==> config.mk <==
export PLATFORM = sky130hd
export DESIGN_NAME = accel_highpass_velocity_integrator_flat
export DESIGN_NICKNAME = d
export VERILOG_FILES = /design/src/ahvi_pkg.sv /design/src/ahvi_if.sv /design/src/ahvi_mac.sv /design/src/ahvi_seq.sv /design/src/accel_highpass_velocity_integrator.sv /design/src/flat_wrapper.sv
export VERILOG_INCLUDE_DIRS = /design/src /design/src/src
export SDC_FILE = /design/constraint.sdc
export NUM_CORES = 2
export LEC_CHECK = 0
export BUFFER_PORTS_ARGS = -buffer_cell sky130_fd_sc_hd__buf_2
export CORE_MARGIN = 4
export CORE_UTILIZATION = 50
export DETAILED_ROUTE_END_ITERATION = 10
export PLACE_DENSITY = 0.66
export SETUP_SLACK_MARGIN = 0.05
export SLEW_MARGIN = 30
export SYNTH_ARGS = -nofsm -noshare
export SYNTH_HDL_FRONTEND = slang
export SYNTH_SLANG_ARGS = --single-unit
==> constraint.sdc <==
create_clock -name clk -period 25.2 [get_ports clk]
set_clock_uncertainty 0.05 [all_clocks]
set_input_delay 7.56 -clock clk [delete_from_list [all_inputs] [get_ports clk]]
set_output_delay 7.56 -clock clk [all_outputs]
set_load 0.01 [all_outputs]
==> src/accel_highpass_velocity_integrator_macros.svh <==
// ----------------------------------------------------------------------------
// Assertion macros
// Concurrent assertion wrappers; define ASSERT_OFF to compile them out.
// ----------------------------------------------------------------------------
`ifndef ACCEL_HIGHPASS_VELOCITY_INTEGRATOR_MACROS_SVH
`define ACCEL_HIGHPASS_VELOCITY_INTEGRATOR_MACROS_SVH

`ifndef ASSERT_OFF

// Assert a property on a named clock, held off while the named reset is low.
`define AHVI_ASSERT_CLK(label, clock, rst_n, prop) \
	label: assert property (@(posedge clock) disable iff (!rst_n) (prop)) \
		else $error("ahvi assertion failed");

// Assert a property on clk, held off during arst_n.
`define AHVI_ASSERT(label, prop) `AHVI_ASSERT_CLK(label, clk, arst_n, prop)

`else

`define AHVI_ASSERT_CLK(label, clock, rst_n, prop)
`define AHVI_ASSERT(label, prop)

`endif

`endif

==> src/ahvi_pkg.sv <==
// ----------------------------------------------------------------------------
// ahvi_pkg
// Shared constants, sequencer codes and saturation helpers.
// ----------------------------------------------------------------------------
package ahvi_pkg;

	localparam int FRAC_BITS  = 16;          // fraction bits of the Q16.16 state
	localparam int COEF_SH    = 16;          // Q0.16 coefficient scaling
	localparam int TRAP_SH    = 17;          // Q0.16 step and the halving of the trapezoid
	localparam int ACC_W      = 66;
	localparam int MUL_A_W    = 25;
	localparam int MUL_B_W    = 18;
	localparam int PROD_W     = MUL_A_W + MUL_B_W;
	localparam int SPLIT_W    = 24;          // low slice of a wide operand
	localparam int SQ_MID_SH  = 17;          // cross term of a square, 2*h*l << 16
	localparam int SQ_HI_SH   = 32;
	localparam int SMP_W      = 16;
	localparam int LP_W       = 48;
	localparam int SUM_W      = LP_W + 1;
	localparam int WIDE_W     = LP_W + 2;
	localparam int VEL_W      = 32;
	localparam int HALF_W     = VEL_W / 2;
	localparam int ROOT_BITS  = 7;
	localparam int RAD_W      = 2 * ROOT_BITS;
	localparam int RCNT_W     = $clog2(ROOT_BITS);
	localparam int CFG_IDX_W  = 8;
	localparam int CFG_DATA_W = 16;

	localparam logic [CFG_IDX_W-1:0]  REG_ALPHA       = CFG_IDX_W'(0);
	localparam logic [CFG_IDX_W-1:0]  REG_TIME_STEP   = CFG_IDX_W'(1);
	localparam logic [CFG_DATA_W-1:0] ALPHA_RESET     = CFG_DATA_W'(45875);
	localparam logic [CFG_DATA_W-1:0] TIME_STEP_RESET = CFG_DATA_W'(6554);
	localparam logic [RAD_W-1:0]      RAD_SAT         = {RAD_W{1'b1}};

	typedef enum logic [4:0] {
		ST_IDLE, ST_LP0, ST_LP1, ST_LP2, ST_LPW, ST_HP, ST_VS, ST_V0, ST_V1,
		ST_VW, ST_PS, ST_P0, ST_P1, ST_PW, ST_SQ0, ST_SQ1, ST_SQ2, ST_CHK,
		ST_ROOT, ST_DONE
	} state_t;

	typedef enum logic [2:0] {
		A_LPLO, A_LPHI, A_SAMPLE, A_SUMLO, A_SUMHI, A_ABSLO, A_ABSHI, A_TRIAL
	} a_sel_t;

	typedef enum logic [2:0] {
		B_ALPHA, B_ALPHAC, B_TS, B_ABSLO, B_ABSHI, B_TRIAL
	} b_sel_t;

	typedef enum logic [2:0] {
		SH_0, SH_SQMID, SH_SPLIT, SH_SQHI, SH_FRAC
	} sh_sel_t;

	typedef enum logic [3:0] {
		W_NONE, W_LP, W_HP, W_VSUM, W_VEL, W_PSUM, W_POS, W_ROOTINIT, W_ROOT
	} wr_op_t;

	typedef struct packed {
		logic              idle;
		logic              done;
		logic              mac_en;
		logic              mac_clr;
		a_sel_t            a_sel;
		b_sel_t            b_sel;
		sh_sel_t           sh_sel;
		wr_op_t            wr_op;
		logic              axis;
		logic [RCNT_W-1:0] bit_idx;
	} ctrl_t;

	function automatic logic signed [LP_W-1:0] sat_to_48(input logic signed [WIDE_W-1:0] v);
		logic all0;
		logic all1;
		all0 = ~|v[WIDE_W-1:LP_W-1];
		all1 = &v[WIDE_W-1:LP_W-1];
		if (all0 || all1)
			return v[LP_W-1:0];
		return v[WIDE_W-1] ? {1'b1, {(LP_W-1){1'b0}}} : {1'b0, {(LP_W-1){1'b1}}};
	endfunction

	function automatic logic signed [VEL_W-1:0] sat_to_32(input logic signed [WIDE_W-1:0] v);
		logic all0;
		logic all1;
		all0 = ~|v[WIDE_W-1:VEL_W-1];
		all1 = &v[WIDE_W-1:VEL_W-1];
		if (all0 || all1)
			return v[VEL_W-1:0];
		return v[WIDE_W-1] ? {1'b1, {(VEL_W-1){1'b0}}} : {1'b0, {(VEL_W-1){1'b1}}};
	endfunction

endpackage

==> src/ahvi_if.sv <==
// ----------------------------------------------------------------------------
// ahvi channel interfaces
// Valid/ready channels for acceleration samples and integrator results.
// ----------------------------------------------------------------------------
interface ahvi_sample_if;
	logic               valid;
	logic               ready;
	logic signed [15:0] accel_x;
	logic signed [15:0] accel_y;

	modport source (output valid, output accel_x, output accel_y, input ready);
	modport sink   (input valid, input accel_x, input accel_y, output ready);
endinterface

interface ahvi_result_if;
	logic               valid;
	logic               ready;
	logic signed [31:0] vel_x;
	logic signed [31:0] vel_y;
	logic signed [31:0] disp_x;
	logic signed [31:0] disp_y;
	logic        [6:0]  speed;

	modport source (output valid, output vel_x, output vel_y, output disp_x,
		output disp_y, output speed, input ready);
	modport sink   (input valid, input vel_x, input vel_y, input disp_x,
		input disp_y, input speed, output ready);
endinterface

==> src/ahvi_mac.sv <==
// ----------------------------------------------------------------------------
// ahvi_mac
// Shared signed multiplier with shift-and-accumulate register.
// ----------------------------------------------------------------------------
module ahvi_mac (
	input  logic                                 clk,
	input  logic                                 en,
	input  logic                                 clr,
	input  ahvi_pkg::sh_sel_t                    sh_sel,
	input  logic signed [ahvi_pkg::MUL_A_W-1:0]  op_a,
	input  logic signed [ahvi_pkg::MUL_B_W-1:0]  op_b,
	output logic signed [ahvi_pkg::PROD_W-1:0]   prod,
	output logic signed [ahvi_pkg::ACC_W-1:0]    acc
);

	logic signed [ahvi_pkg::ACC_W-1:0] prod_ext;
	logic signed [ahvi_pkg::ACC_W-1:0] shifted;
	logic signed [ahvi_pkg::ACC_W-1:0] acc_q;

	assign prod     = op_a * op_b;
	assign prod_ext = ahvi_pkg::ACC_W'(prod);

	always_comb begin
		case (sh_sel)
			ahvi_pkg::SH_0:     shifted = prod_ext;
			ahvi_pkg::SH_SQMID: shifted = prod_ext <<< ahvi_pkg::SQ_MID_SH;
			ahvi_pkg::SH_SPLIT: shifted = prod_ext <<< ahvi_pkg::SPLIT_W;
			ahvi_pkg::SH_SQHI:  shifted = prod_ext <<< ahvi_pkg::SQ_HI_SH;
			ahvi_pkg::SH_FRAC:  shifted = prod_ext <<< ahvi_pkg::FRAC_BITS;
			default:            shifted = prod_ext;
		endcase
	end

	// start a fresh sum on clr, otherwise add the shifted partial product
	always_ff @(posedge clk) begin
		if (en) begin
			acc_q <= clr ? shifted : acc_q + shifted;
		end
	end

	assign acc = acc_q;

endmodule

==> src/ahvi_seq.sv <==
// ----------------------------------------------------------------------------
// ahvi_seq
// Step sequencer driving the shared multiplier and state updates.
// ----------------------------------------------------------------------------
module ahvi_seq (
	input  logic            clk,
	input  logic            arst_n,
	input  logic            start,
	input  logic            out_ready,
	output ahvi_pkg::ctrl_t ctrl
);

	ahvi_pkg::state_t               state_q;
	ahvi_pkg::state_t               state_d;
	logic                           ax_q;
	logic [ahvi_pkg::RCNT_W-1:0]    rcnt_q;

	always_comb begin
		state_d = state_q;
		case (state_q)
			ahvi_pkg::ST_IDLE: if (start) state_d = ahvi_pkg::ST_LP0;
			ahvi_pkg::ST_LP0:  state_d = ahvi_pkg::ST_LP1;
			ahvi_pkg::ST_LP1:  state_d = ahvi_pkg::ST_LP2;
			ahvi_pkg::ST_LP2:  state_d = ahvi_pkg::ST_LPW;
			ahvi_pkg::ST_LPW:  state_d = ahvi_pkg::ST_HP;
			ahvi_pkg::ST_HP:   state_d = ahvi_pkg::ST_VS;
			ahvi_pkg::ST_VS:   state_d = ahvi_pkg::ST_V0;
			ahvi_pkg::ST_V0:   state_d = ahvi_pkg::ST_V1;
			ahvi_pkg::ST_V1:   state_d = ahvi_pkg::ST_VW;
			ahvi_pkg::ST_VW:   state_d = ahvi_pkg::ST_PS;
			ahvi_pkg::ST_PS:   state_d = ahvi_pkg::ST_P0;
			ahvi_pkg::ST_P0:   state_d = ahvi_pkg::ST_P1;
			ahvi_pkg::ST_P1:   state_d = ahvi_pkg::ST_PW;
			ahvi_pkg::ST_PW:   state_d = ax_q ? ahvi_pkg::ST_SQ0 : ahvi_pkg::ST_LP0;
			ahvi_pkg::ST_SQ0:  state_d = ahvi_pkg::ST_SQ1;
			ahvi_pkg::ST_SQ1:  state_d = ahvi_pkg::ST_SQ2;
			ahvi_pkg::ST_SQ2:  state_d = ax_q ? ahvi_pkg::ST_CHK : ahvi_pkg::ST_SQ0;
			ahvi_pkg::ST_CHK:  state_d = ahvi_pkg::ST_ROOT;
			ahvi_pkg::ST_ROOT: if (rcnt_q == '0) state_d = ahvi_pkg::ST_DONE;
			ahvi_pkg::ST_DONE: if (out_ready) state_d = ahvi_pkg::ST_IDLE;
			default:           state_d = ahvi_pkg::ST_IDLE;
		endcase
	end

	always_ff @(posedge clk or negedge arst_n) begin
		if (!arst_n) begin
			state_q <= ahvi_pkg::ST_IDLE;
			ax_q    <= 1'b0;
			rcnt_q  <= '0;
		end else begin
			state_q <= state_d;
			// flip axis after the last step of each per-axis pass
			if (state_q == ahvi_pkg::ST_PW || state_q == ahvi_pkg::ST_SQ2) begin
				ax_q <= ~ax_q;
			end
			if (state_q == ahvi_pkg::ST_CHK) begin
				rcnt_q <= ahvi_pkg::RCNT_W'(ahvi_pkg::ROOT_BITS - 1);
			end else if (state_q == ahvi_pkg::ST_ROOT) begin
				rcnt_q <= rcnt_q - 1'b1;
			end
		end
	end

	always_comb begin
		ctrl         = '0;
		ctrl.a_sel   = ahvi_pkg::A_LPLO;
		ctrl.b_sel   = ahvi_pkg::B_ALPHA;
		ctrl.sh_sel  = ahvi_pkg::SH_0;
		ctrl.wr_op   = ahvi_pkg::W_NONE;
		ctrl.axis    = ax_q;
		ctrl.bit_idx = rcnt_q;
		case (state_q)
			ahvi_pkg::ST_IDLE: ctrl.idle = 1'b1;
			ahvi_pkg::ST_LP0: begin
				ctrl.mac_en  = 1'b1;
				ctrl.mac_clr = 1'b1;
			end
			ahvi_pkg::ST_LP1: begin
				ctrl.mac_en = 1'b1;
				ctrl.a_sel  = ahvi_pkg::A_LPHI;
				ctrl.sh_sel = ahvi_pkg::SH_SPLIT;
			end
			ahvi_pkg::ST_LP2: begin
				ctrl.mac_en = 1'b1;
				ctrl.a_sel  = ahvi_pkg::A_SAMPLE;
				ctrl.b_sel  = ahvi_pkg::B_ALPHAC;
				ctrl.sh_sel = ahvi_pkg::SH_FRAC;
			end
			ahvi_pkg::ST_LPW: ctrl.wr_op = ahvi_pkg::W_LP;
			ahvi_pkg::ST_HP:  ctrl.wr_op = ahvi_pkg::W_HP;
			ahvi_pkg::ST_VS:  ctrl.wr_op = ahvi_pkg::W_VSUM;
			ahvi_pkg::ST_V0, ahvi_pkg::ST_P0: begin
				ctrl.mac_en  = 1'b1;
				ctrl.mac_clr = 1'b1;
				ctrl.a_sel   = ahvi_pkg::A_SUMLO;
				ctrl.b_sel   = ahvi_pkg::B_TS;
			end
			ahvi_pkg::ST_V1, ahvi_pkg::ST_P1: begin
				ctrl.mac_en = 1'b1;
				ctrl.a_sel  = ahvi_pkg::A_SUMHI;
				ctrl.b_sel  = ahvi_pkg::B_TS;
				ctrl.sh_sel = ahvi_pkg::SH_SPLIT;
			end
			ahvi_pkg::ST_VW:  ctrl.wr_op = ahvi_pkg::W_VEL;
			ahvi_pkg::ST_PS:  ctrl.wr_op = ahvi_pkg::W_PSUM;
			ahvi_pkg::ST_PW:  ctrl.wr_op = ahvi_pkg::W_POS;
			ahvi_pkg::ST_SQ0: begin
				ctrl.mac_en  = 1'b1;
				ctrl.mac_clr = ~ax_q;
				ctrl.a_sel   = ahvi_pkg::A_ABSLO;
				ctrl.b_sel   = ahvi_pkg::B_ABSLO;
			end
			ahvi_pkg::ST_SQ1: begin
				ctrl.mac_en = 1'b1;
				ctrl.a_sel  = ahvi_pkg::A_ABSHI;
				ctrl.b_sel  = ahvi_pkg::B_ABSLO;
				ctrl.sh_sel = ahvi_pkg::SH_SQMID;
			end
			ahvi_pkg::ST_SQ2: begin
				ctrl.mac_en = 1'b1;
				ctrl.a_sel  = ahvi_pkg::A_ABSHI;
				ctrl.b_sel  = ahvi_pkg::B_ABSHI;
				ctrl.sh_sel = ahvi_pkg::SH_SQHI;
			end
			ahvi_pkg::ST_CHK: ctrl.wr_op = ahvi_pkg::W_ROOTINIT;
			ahvi_pkg::ST_ROOT: begin
				ctrl.a_sel = ahvi_pkg::A_TRIAL;
				ctrl.b_sel = ahvi_pkg::B_TRIAL;
				ctrl.wr_op = ahvi_pkg::W_ROOT;
			end
			ahvi_pkg::ST_DONE: ctrl.done = 1'b1;
			default: ;
		endcase
	end

endmodule

==> src/accel_highpass_velocity_integrator.sv <==
// ----------------------------------------------------------------------------
// accel_highpass_velocity_integrator
// High-pass filtered X/Y acceleration, integrated twice into velocity,
// displacement and a saturated speed magnitude.
// ----------------------------------------------------------------------------
// Usage:
//   sample : valid/ready channel carrying accel_x and accel_y (hundredths).
//   result : valid/ready channel carrying vel_x, vel_y, disp_x, disp_y
//            (signed Q16.16) and speed (integer part of |v|, 0..127).
//   cfg    : write port; index 0 is alpha, index 1 is time_step (Q0.16).
//            Writes to other indices are dropped. Write only while idle.
// Schedule: every multiply, for both axes, runs through one 25x18
//   multiply-accumulate unit: 13 steps per axis, 6 steps for the
//   squared speed, 1 range check and 7 trial-square steps for the root.
//   One sample is in flight at a time; sample.ready is high only while
//   the block is idle.
// Reset: all filter and integrator state clears to zero, alpha returns to
//   0.7 and time_step to 0.1.
// Stall: while result.ready is low the result holds and no new sample
//   is taken.
// ----------------------------------------------------------------------------
module accel_highpass_velocity_integrator (
	input  logic                                  clk,
	input  logic                                  arst_n,
	ahvi_sample_if.sink                           sample,
	ahvi_result_if.source                         result,
	input  logic                                  cfg_wr_en,
	input  logic [ahvi_pkg::CFG_IDX_W-1:0]        cfg_index,
	input  logic [ahvi_pkg::CFG_DATA_W-1:0]       cfg_data
);

`include "accel_highpass_velocity_integrator_macros.svh"

	localparam int LPW  = ahvi_pkg::LP_W;
	localparam int SUMW = ahvi_pkg::SUM_W;
	localparam int WW   = ahvi_pkg::WIDE_W;
	localparam int VW   = ahvi_pkg::VEL_W;
	localparam int HW   = ahvi_pkg::HALF_W;
	localparam int AW   = ahvi_pkg::MUL_A_W;
	localparam int BW   = ahvi_pkg::MUL_B_W;
	localparam int SPW  = ahvi_pkg::SPLIT_W;
	localparam int RB   = ahvi_pkg::ROOT_BITS;
	localparam int RADW = ahvi_pkg::RAD_W;
	localparam int ACCW = ahvi_pkg::ACC_W;
	localparam int RAD_LO = 2 * ahvi_pkg::FRAC_BITS;

	ahvi_pkg::ctrl_t ctrl;

	// configuration
	logic [ahvi_pkg::CFG_DATA_W-1:0] alpha_q;
	logic [ahvi_pkg::CFG_DATA_W-1:0] ts_q;

	// per-axis filter and integrator state
	logic signed [LPW-1:0] lp_q   [2];
	logic signed [LPW-1:0] ph_q   [2];
	logic signed [VW-1:0]  vel_q  [2];
	logic signed [VW-1:0]  pvel_q [2];
	logic signed [VW-1:0]  pos_q  [2];

	// working registers
	logic signed [ahvi_pkg::SMP_W-1:0] smp_q [2];
	logic        [VW-1:0]              vabs_q [2];
	logic signed [LPW-1:0]             h_q;
	logic signed [SUMW-1:0]            sum_q;
	logic        [RADW-1:0]            rad_q;
	logic        [RB-1:0]              root_q;

	// shared unit
	logic signed [AW-1:0]                 op_a;
	logic signed [BW-1:0]                 op_b;
	logic signed [ahvi_pkg::PROD_W-1:0]   prod;
	logic signed [ACCW-1:0]               acc;

	logic                  ax;
	logic signed [LPW-1:0] lp_cur;
	logic [VW-1:0]         vabs_cur;
	logic [RB-1:0]         trial;
	logic signed [WW-1:0]  a_ext;
	logic signed [WW-1:0]  lp_raw;
	logic signed [WW-1:0]  h_raw;
	logic signed [WW-1:0]  vel_raw;
	logic signed [WW-1:0]  pos_raw;
	logic signed [SUMW-1:0] trap;
	logic                  rad_sat;
	logic                  root_hit;
	logic                  sample_xfer;

	ahvi_seq u_seq (
		.clk       (clk),
		.arst_n    (arst_n),
		.start     (sample.valid),
		.out_ready (result.ready),
		.ctrl      (ctrl)
	);

	ahvi_mac u_mac (
		.clk    (clk),
		.en     (ctrl.mac_en),
		.clr    (ctrl.mac_clr),
		.sh_sel (ctrl.sh_sel),
		.op_a   (op_a),
		.op_b   (op_b),
		.prod   (prod),
		.acc    (acc)
	);

	assign ax          = ctrl.axis;
	assign lp_cur      = lp_q[ax];
	assign vabs_cur    = vabs_q[ax];
	assign trial       = root_q | (RB'(1) << ctrl.bit_idx);
	assign sample_xfer = sample.valid && sample.ready;

	// operand selection for the shared multiplier
	always_comb begin
		case (ctrl.a_sel)
			ahvi_pkg::A_LPLO:   op_a = $signed({1'b0, lp_cur[SPW-1:0]});
			// upper slice carries the sign of the low-pass value
			ahvi_pkg::A_LPHI:   op_a = AW'($signed(lp_cur[LPW-1:SPW]));
			ahvi_pkg::A_SAMPLE: op_a = AW'(smp_q[ax]);
			ahvi_pkg::A_SUMLO:  op_a = $signed({1'b0, sum_q[SPW-1:0]});
			ahvi_pkg::A_SUMHI:  op_a = sum_q[SUMW-1:SPW];
			ahvi_pkg::A_ABSLO:  op_a = $signed(AW'(vabs_cur[HW-1:0]));
			ahvi_pkg::A_ABSHI:  op_a = $signed(AW'(vabs_cur[VW-1:HW]));
			ahvi_pkg::A_TRIAL:  op_a = $signed(AW'(trial));
			default:            op_a = '0;
		endcase
	end

	always_comb begin
		case (ctrl.b_sel)
			ahvi_pkg::B_ALPHA:  op_b = $signed(BW'(alpha_q));
			// 65536 - alpha, which is 65536 itself when alpha is zero
			ahvi_pkg::B_ALPHAC: op_b = $signed(BW'(17'h10000 - {1'b0, alpha_q}));
			ahvi_pkg::B_TS:     op_b = $signed(BW'(ts_q));
			ahvi_pkg::B_ABSLO:  op_b = $signed(BW'(vabs_cur[HW-1:0]));
			ahvi_pkg::B_ABSHI:  op_b = $signed(BW'(vabs_cur[VW-1:HW]));
			ahvi_pkg::B_TRIAL:  op_b = $signed(BW'(trial));
			default:            op_b = '0;
		endcase
	end

	// scaled-down sums, floor by arithmetic shift
	assign a_ext   = WW'(smp_q[ax]) <<< ahvi_pkg::FRAC_BITS;
	assign lp_raw  = $signed(acc[ACCW-1:ahvi_pkg::COEF_SH]);
	assign h_raw   = a_ext - WW'(lp_cur);
	assign trap    = $signed(acc[ACCW-1:ahvi_pkg::TRAP_SH]);
	assign vel_raw = WW'(vel_q[ax]) + WW'(trap);
	assign pos_raw = WW'(pos_q[ax]) + WW'(trap);

	// speed only needs floor(sqrt(v^2 >> 2F)), capped at 127
	assign rad_sat  = |acc[ACCW-1:RAD_LO+RADW];
	assign root_hit = (prod[ahvi_pkg::PROD_W-1:0] <= ahvi_pkg::PROD_W'(rad_q));

	always_ff @(posedge clk or negedge arst_n) begin
		if (!arst_n) begin
			alpha_q <= ahvi_pkg::ALPHA_RESET;
			ts_q    <= ahvi_pkg::TIME_STEP_RESET;
			for (int i = 0; i < 2; i++) begin
				lp_q[i]   <= '0;
				ph_q[i]   <= '0;
				vel_q[i]  <= '0;
				pvel_q[i] <= '0;
				pos_q[i]  <= '0;
			end
		end else begin
			if (cfg_wr_en) begin
				case (cfg_index)
					ahvi_pkg::REG_ALPHA:     alpha_q <= cfg_data;
					ahvi_pkg::REG_TIME_STEP: ts_q    <= cfg_data;
					default: ;
				endcase
			end
			case (ctrl.wr_op)
				ahvi_pkg::W_LP:   lp_q[ax] <= ahvi_pkg::sat_to_48(lp_raw);
				ahvi_pkg::W_VSUM: ph_q[ax] <= h_q;
				ahvi_pkg::W_VEL:  vel_q[ax] <= ahvi_pkg::sat_to_32(vel_raw);
				ahvi_pkg::W_PSUM: pvel_q[ax] <= vel_q[ax];
				ahvi_pkg::W_POS:  pos_q[ax] <= ahvi_pkg::sat_to_32(pos_raw);
				default: ;
			endcase
		end
	end

	always_ff @(posedge clk) begin
		if (sample_xfer) begin
			smp_q[0] <= sample.accel_x;
			smp_q[1] <= sample.accel_y;
		end
		case (ctrl.wr_op)
			ahvi_pkg::W_HP:   h_q <= ahvi_pkg::sat_to_48(h_raw);
			ahvi_pkg::W_VSUM: sum_q <= SUMW'(h_q) + SUMW'(ph_q[ax]);
			ahvi_pkg::W_PSUM: begin
				sum_q      <= SUMW'(vel_q[ax]) + SUMW'(pvel_q[ax]);
				vabs_q[ax] <= vel_q[ax][VW-1] ? (~vel_q[ax] + 1'b1) : vel_q[ax];
			end
			ahvi_pkg::W_ROOTINIT: begin
				rad_q  <= rad_sat ? ahvi_pkg::RAD_SAT : acc[RAD_LO+RADW-1:RAD_LO];
				root_q <= '0;
			end
			ahvi_pkg::W_ROOT: if (root_hit) root_q <= trial;
			default: ;
		endcase
	end

	assign sample.ready  = ctrl.idle;
	assign result.valid  = ctrl.done;
	assign result.vel_x  = vel_q[0];
	assign result.vel_y  = vel_q[1];
	assign result.disp_x = pos_q[0];
	assign result.disp_y = pos_q[1];
	assign result.speed  = root_q;

	// root bounds for the checks below
	logic [RADW:0]   root_sq;
	logic [RADW+1:0] root_next_sq;
	assign root_sq      = (RADW+1)'(root_q) * (RADW+1)'(root_q);
	assign root_next_sq = ((RADW+2)'(root_q) + 1'b1) * ((RADW+2)'(root_q) + 1'b1);

	`AHVI_ASSERT(a_busy_after_transfer, sample_xfer |=> !sample.ready)
	`AHVI_ASSERT(a_no_overlap, !(sample.ready && result.valid))
	`AHVI_ASSERT(a_root_low, result.valid |-> root_sq <= (RADW+1)'(rad_q))
	`AHVI_ASSERT(a_root_high, result.valid |-> root_next_sq > (RADW+2)'(rad_q))

endmodule

==> src/flat_wrapper.sv <==
// flat-port wrapper written by rule: the top's interface ports become plain ports
module accel_highpass_velocity_integrator_flat 
  (clk, arst_n, cfg_wr_en, cfg_index, cfg_data, sample_valid, sample_accel_x, sample_accel_y, sample_ready, result_valid, result_vel_x, result_vel_y, result_disp_x, result_disp_y, result_speed, result_ready);
  ahvi_sample_if sample_i ();
  ahvi_result_if result_i ();
  input  logic clk;
  input  logic arst_n;
  input  logic cfg_wr_en;
  input  logic [ahvi_pkg::CFG_IDX_W-1:0] cfg_index;
  input  logic [ahvi_pkg::CFG_DATA_W-1:0] cfg_data;
  input wire logic [$bits(sample_i.valid)-1:0] sample_valid;
  input wire logic [$bits(sample_i.accel_x)-1:0] sample_accel_x;
  input wire logic [$bits(sample_i.accel_y)-1:0] sample_accel_y;
  output wire logic [$bits(sample_i.ready)-1:0] sample_ready;
  output wire logic [$bits(result_i.valid)-1:0] result_valid;
  output wire logic [$bits(result_i.vel_x)-1:0] result_vel_x;
  output wire logic [$bits(result_i.vel_y)-1:0] result_vel_y;
  output wire logic [$bits(result_i.disp_x)-1:0] result_disp_x;
  output wire logic [$bits(result_i.disp_y)-1:0] result_disp_y;
  output wire logic [$bits(result_i.speed)-1:0] result_speed;
  input wire logic [$bits(result_i.ready)-1:0] result_ready;
  assign sample_i.valid = sample_valid;
  assign sample_i.accel_x = sample_accel_x;
  assign sample_i.accel_y = sample_accel_y;
  assign sample_ready = sample_i.ready;
  assign result_valid = result_i.valid;
  assign result_vel_x = result_i.vel_x;
  assign result_vel_y = result_i.vel_y;
  assign result_disp_x = result_i.disp_x;
  assign result_disp_y = result_i.disp_y;
  assign result_speed = result_i.speed;
  assign result_i.ready = result_ready;
  accel_highpass_velocity_integrator u_core (.clk(clk), .arst_n(arst_n), .sample(sample_i), .result(result_i), .cfg_wr_en(cfg_wr_en), .cfg_index(cfg_index), .cfg_data(cfg_data));
endmodule
==> results_dict.tcl <==
set metrics [dict create \
    path_delay_family "compound AO/OA/AOI/OAI gates" \
    cp_num_buf_inv 3 \
    synth_edf_count 280 \
    port_buffers 197 \
    antenna_found_initial 7 \
    hold_violations 0 \
    fin_nets 7966 \
    clock_latency_ns 0.69 \
    yosys.area.top_type "dfrtp_1" \
    synth_common_cells "nand2_1 (770), inv_1 (613), nor2_1 (471)" \
    cts_max_level 3 \
    synthFlopType "dfrtp_1" \
    drive_gt1_share_pct 12.7 \
    rsz0062_at_grt "no" \
    hp-class "reg2reg" \
    initial_core_util_pct 50.5 \
    coreArea_mm2 0.128 \
    grt_pass1_vias 53585 \
    grt_max_degree 118 \
    tns_ns 0 \
    maxCapViolCount 0 \
    fp.dieW_um 368 \
    period_minus_slack_ns 13.44 \
    drt_iter0_drc 6260 \
    dp_hpwl_mm 173 \
    critPathMaxStageDelay_ns 0.78 \
    vias 55190 \
    ys_top_cells_by_area "dfrtp_1 (16%), fa_1 (13%), edfxtp_1 (13%)" \
    die_area_mm2 0.135 \
    crit_type "reg2reg" \
    cts_tree "built" \
    crit_fanout 23 \
    die_height_um 368 \
    yosys_warnings 0 \
    cts.clk_slew.worst_paths_ns 0.07 \
    ant_nets 0 \
    routedWlPerCell_um 25.4 \
    cts_root_buf "clkbuf_16" \
    setup_viol 0 \
    clock_sinks 705 \
    run_status "completed" \
    cp_slowest_cell "a211o_1" \
    fmax_ghz 0.0744 \
    crit_top_cell "fa_1" \
    ys_seq_elements 705 \
    synth_most_common_cell "nand2_1" \
    crit_path_end_kind "flop" \
    dp_cells 8728 \
    grt_usage_pct 32.9 \
    synth_area_per_cell_um2 9.21 \
    place_congestion 0.988 \
    postCtsSetupBuffers 0 \
    num_rows 131 \
    vias_per_cell 6.21 \
    yosysUniqueCellTypes 97 \
    drv_slew 0 \
    area_delta_synth_final_pct 8.91 \
    grt_first_pass_wirelength_mm 340 \
    finalNonFillerCells 8883 \
    synth_top_area_share_pct 15.8 \
    required_ns 25.55 \
    syn_nets 7903 \
    syn_inst 7020 \
    drc 0 \
    crit_path_start_kind "flop" \
    grt_remaining_overflow 0 \
    slew_headroom_pct 28.9 \
    seq_area_frac_synth_pct 29.5 \
    cts_buffers 82 \
    synth_area_mm2 0.0647 \
    cts_hold_buf 0 \
    totalWireLength_mm 226 \
    cts.repair.resized 0 \
    synthArstFlopShare_pct 60.3 \
    worst_pin_slew_ns 1.06 \
    clock_path_buffers 3 \
    dr.pass1.iters 7 \
    arrival_ns 13.79 \
    period_share_pct 53.3 \
    ios 198 \
]
flip-flops by register name, indices dropped and copies added, names as in the netlist:
| register | count |
|---|---|
| u_core.result.disp_x | 32 |
| u_core.alpha_q | 16 |
| u_core.h_q | 48 |
| u_core.u_seq.rcnt_q | 3 |
| u_core.rad_q | 14 |
| u_core.u_seq.state_q | 5 |
| u_core.ts_q | 16 |
| u_core.u_seq.ax_q | 1 |
| u_core.lp_q | 96 |
| u_core.sum_q | 49 |
| u_core.smp_q | 32 |
| u_core.u_mac.acc | 66 |
| u_core.result.speed | 7 |
| u_core.pvel_q | 64 |
| u_core.vabs_q | 64 |
| u_core.result.vel_y | 32 |
| u_core.result.vel_x | 32 |
| u_core.result.disp_y | 32 |
| u_core.ph_q | 96 |
cell families after synthesis:
logic type                 Yosys count  share of synthesized area [%]
muxes                              444                           7.53
and+or+nand+nor                   1982                           14.2
DFF                                705                           29.5
xor gates and xnor gates           328                           4.45
adders and majority gates          835                           21.0
AOI/OAI and AO/OA                 1768                           17.6
buffers and inverters              958                           5.76
layout by cell type, fill, tap and decap left out, types with 16 or more instances in the layout:
cell / synthesis / final
nand2_1: 770 / 766
buf_2: 52 / 196
buf_4: 4 / 123
o21bai_1: 41 / 41
a31oi_1: 52 / 52
nand2b_1: 78 / 77
a21o_1: 186 / 186
a22oi_1: 17 / 17
and3_1: 36 / 36
o22ai_1: 28 / 28
dfrtp_1: 409 / 408
nor4_1: 44 / 44
o21a_1: 50 / 50
clkbuf_16: 0 / 87
and2_1: 105 / 104
a221o_1: 88 / 88
or3_1: 53 / 53
inv_1: 613 / 612
edfxtp_1: 280 / 280
a21oi_1: 465 / 462
clkinv_2: 0 / 16
nor3_1: 88 / 81
xor2_1: 145 / 145
dfstp_2: 16 / 16
o21ai_0: 469 / 467
nor2_1: 471 / 464
mux2_2: 340 / 340
mux2i_1: 104 / 99
fa_1: 421 / 421
nand3_1: 86 / 84
xnor2_1: 182 / 182
ha_1: 401 / 401
a211oi_1: 38 / 36
nand4_1: 61 / 61
a221oi_1: 34 / 34
a211o_1: 18 / 18
nor2b_1: 124 / 124
o31ai_1: 40 / 38
o211ai_1: 74 / 74
metal layers:
metal | GRT usage [%] | vias to the layer above | wire length (µm)
li1 | - | 24761 | -
met1 | 46.2 | 27090 | 95200
met2 | 48.3 | 2785 | 96100
met3 | 7.35 | 546 | 22000
met4 | 15.4 | 8 | 12200
met5 | 0 | - | 48
metrics by stage:
stage | setup WS (ns) | area, µm² | util, % | hold slack, ns
final | 11.76 | 70500 | 55.0 | 0.422
after global routing | 10.97 | 70400 | 55.0 | 0.440
after CTS | 11.94 | 70400 | 55.0 | 0.427
after detailed placement | 11.96 | 67600 | 52.8 | 0.409
after global placement | 12.07 | 67600 | 52.8 | 0.402
after floorplan | 13.56 | 64700 | - | 0.390
final cells by class:
type / instances / area, µm²
Tap cell: 1729 / 2160
Timing Repair Buffer: 323 / 1960
Fill cell: 11620 / 57600
Antenna cell: 5 / 12.5
Clock inverter: 38 / 474
Multi-Input combinational cell: 5357 / 42100
Clock buffer: 112 / 2360
Sequential cell: 705 / 19100
Inverter: 614 / 2300
worst min-delay path, cell delays in order, from the launching register on:
cell and delay [ns]:
dfrtp_1 0.34, nand2_1 0.05, nand2_1 0.06
final timing paths:
check / startpoint / endpoint / slack (ns) / cells past startpoint
max: u_core.u_seq.state_q[4] / u_core.u_mac.acc[63] / 11.76 / 37
min: u_core.pvel_q[17] / u_core.pvel_q[17] / 0.42 / 2
max reg2reg: u_core.u_seq.state_q[4] / u_core.u_mac.acc[63] / 11.76 / 37
min reg2reg: u_core.pvel_q[17] / u_core.pvel_q[17] / 0.42 / 2
max in group asynchronous: arst_n / u_core.ts_q[10] / 16.17 / 3
min in group asynchronous: arst_n / u_core.pvel_q[55] / 6.88 / 1
Power is not shown: default switching activity piles up to over one toggle a cycle in this logic, so the estimate is an artifact.
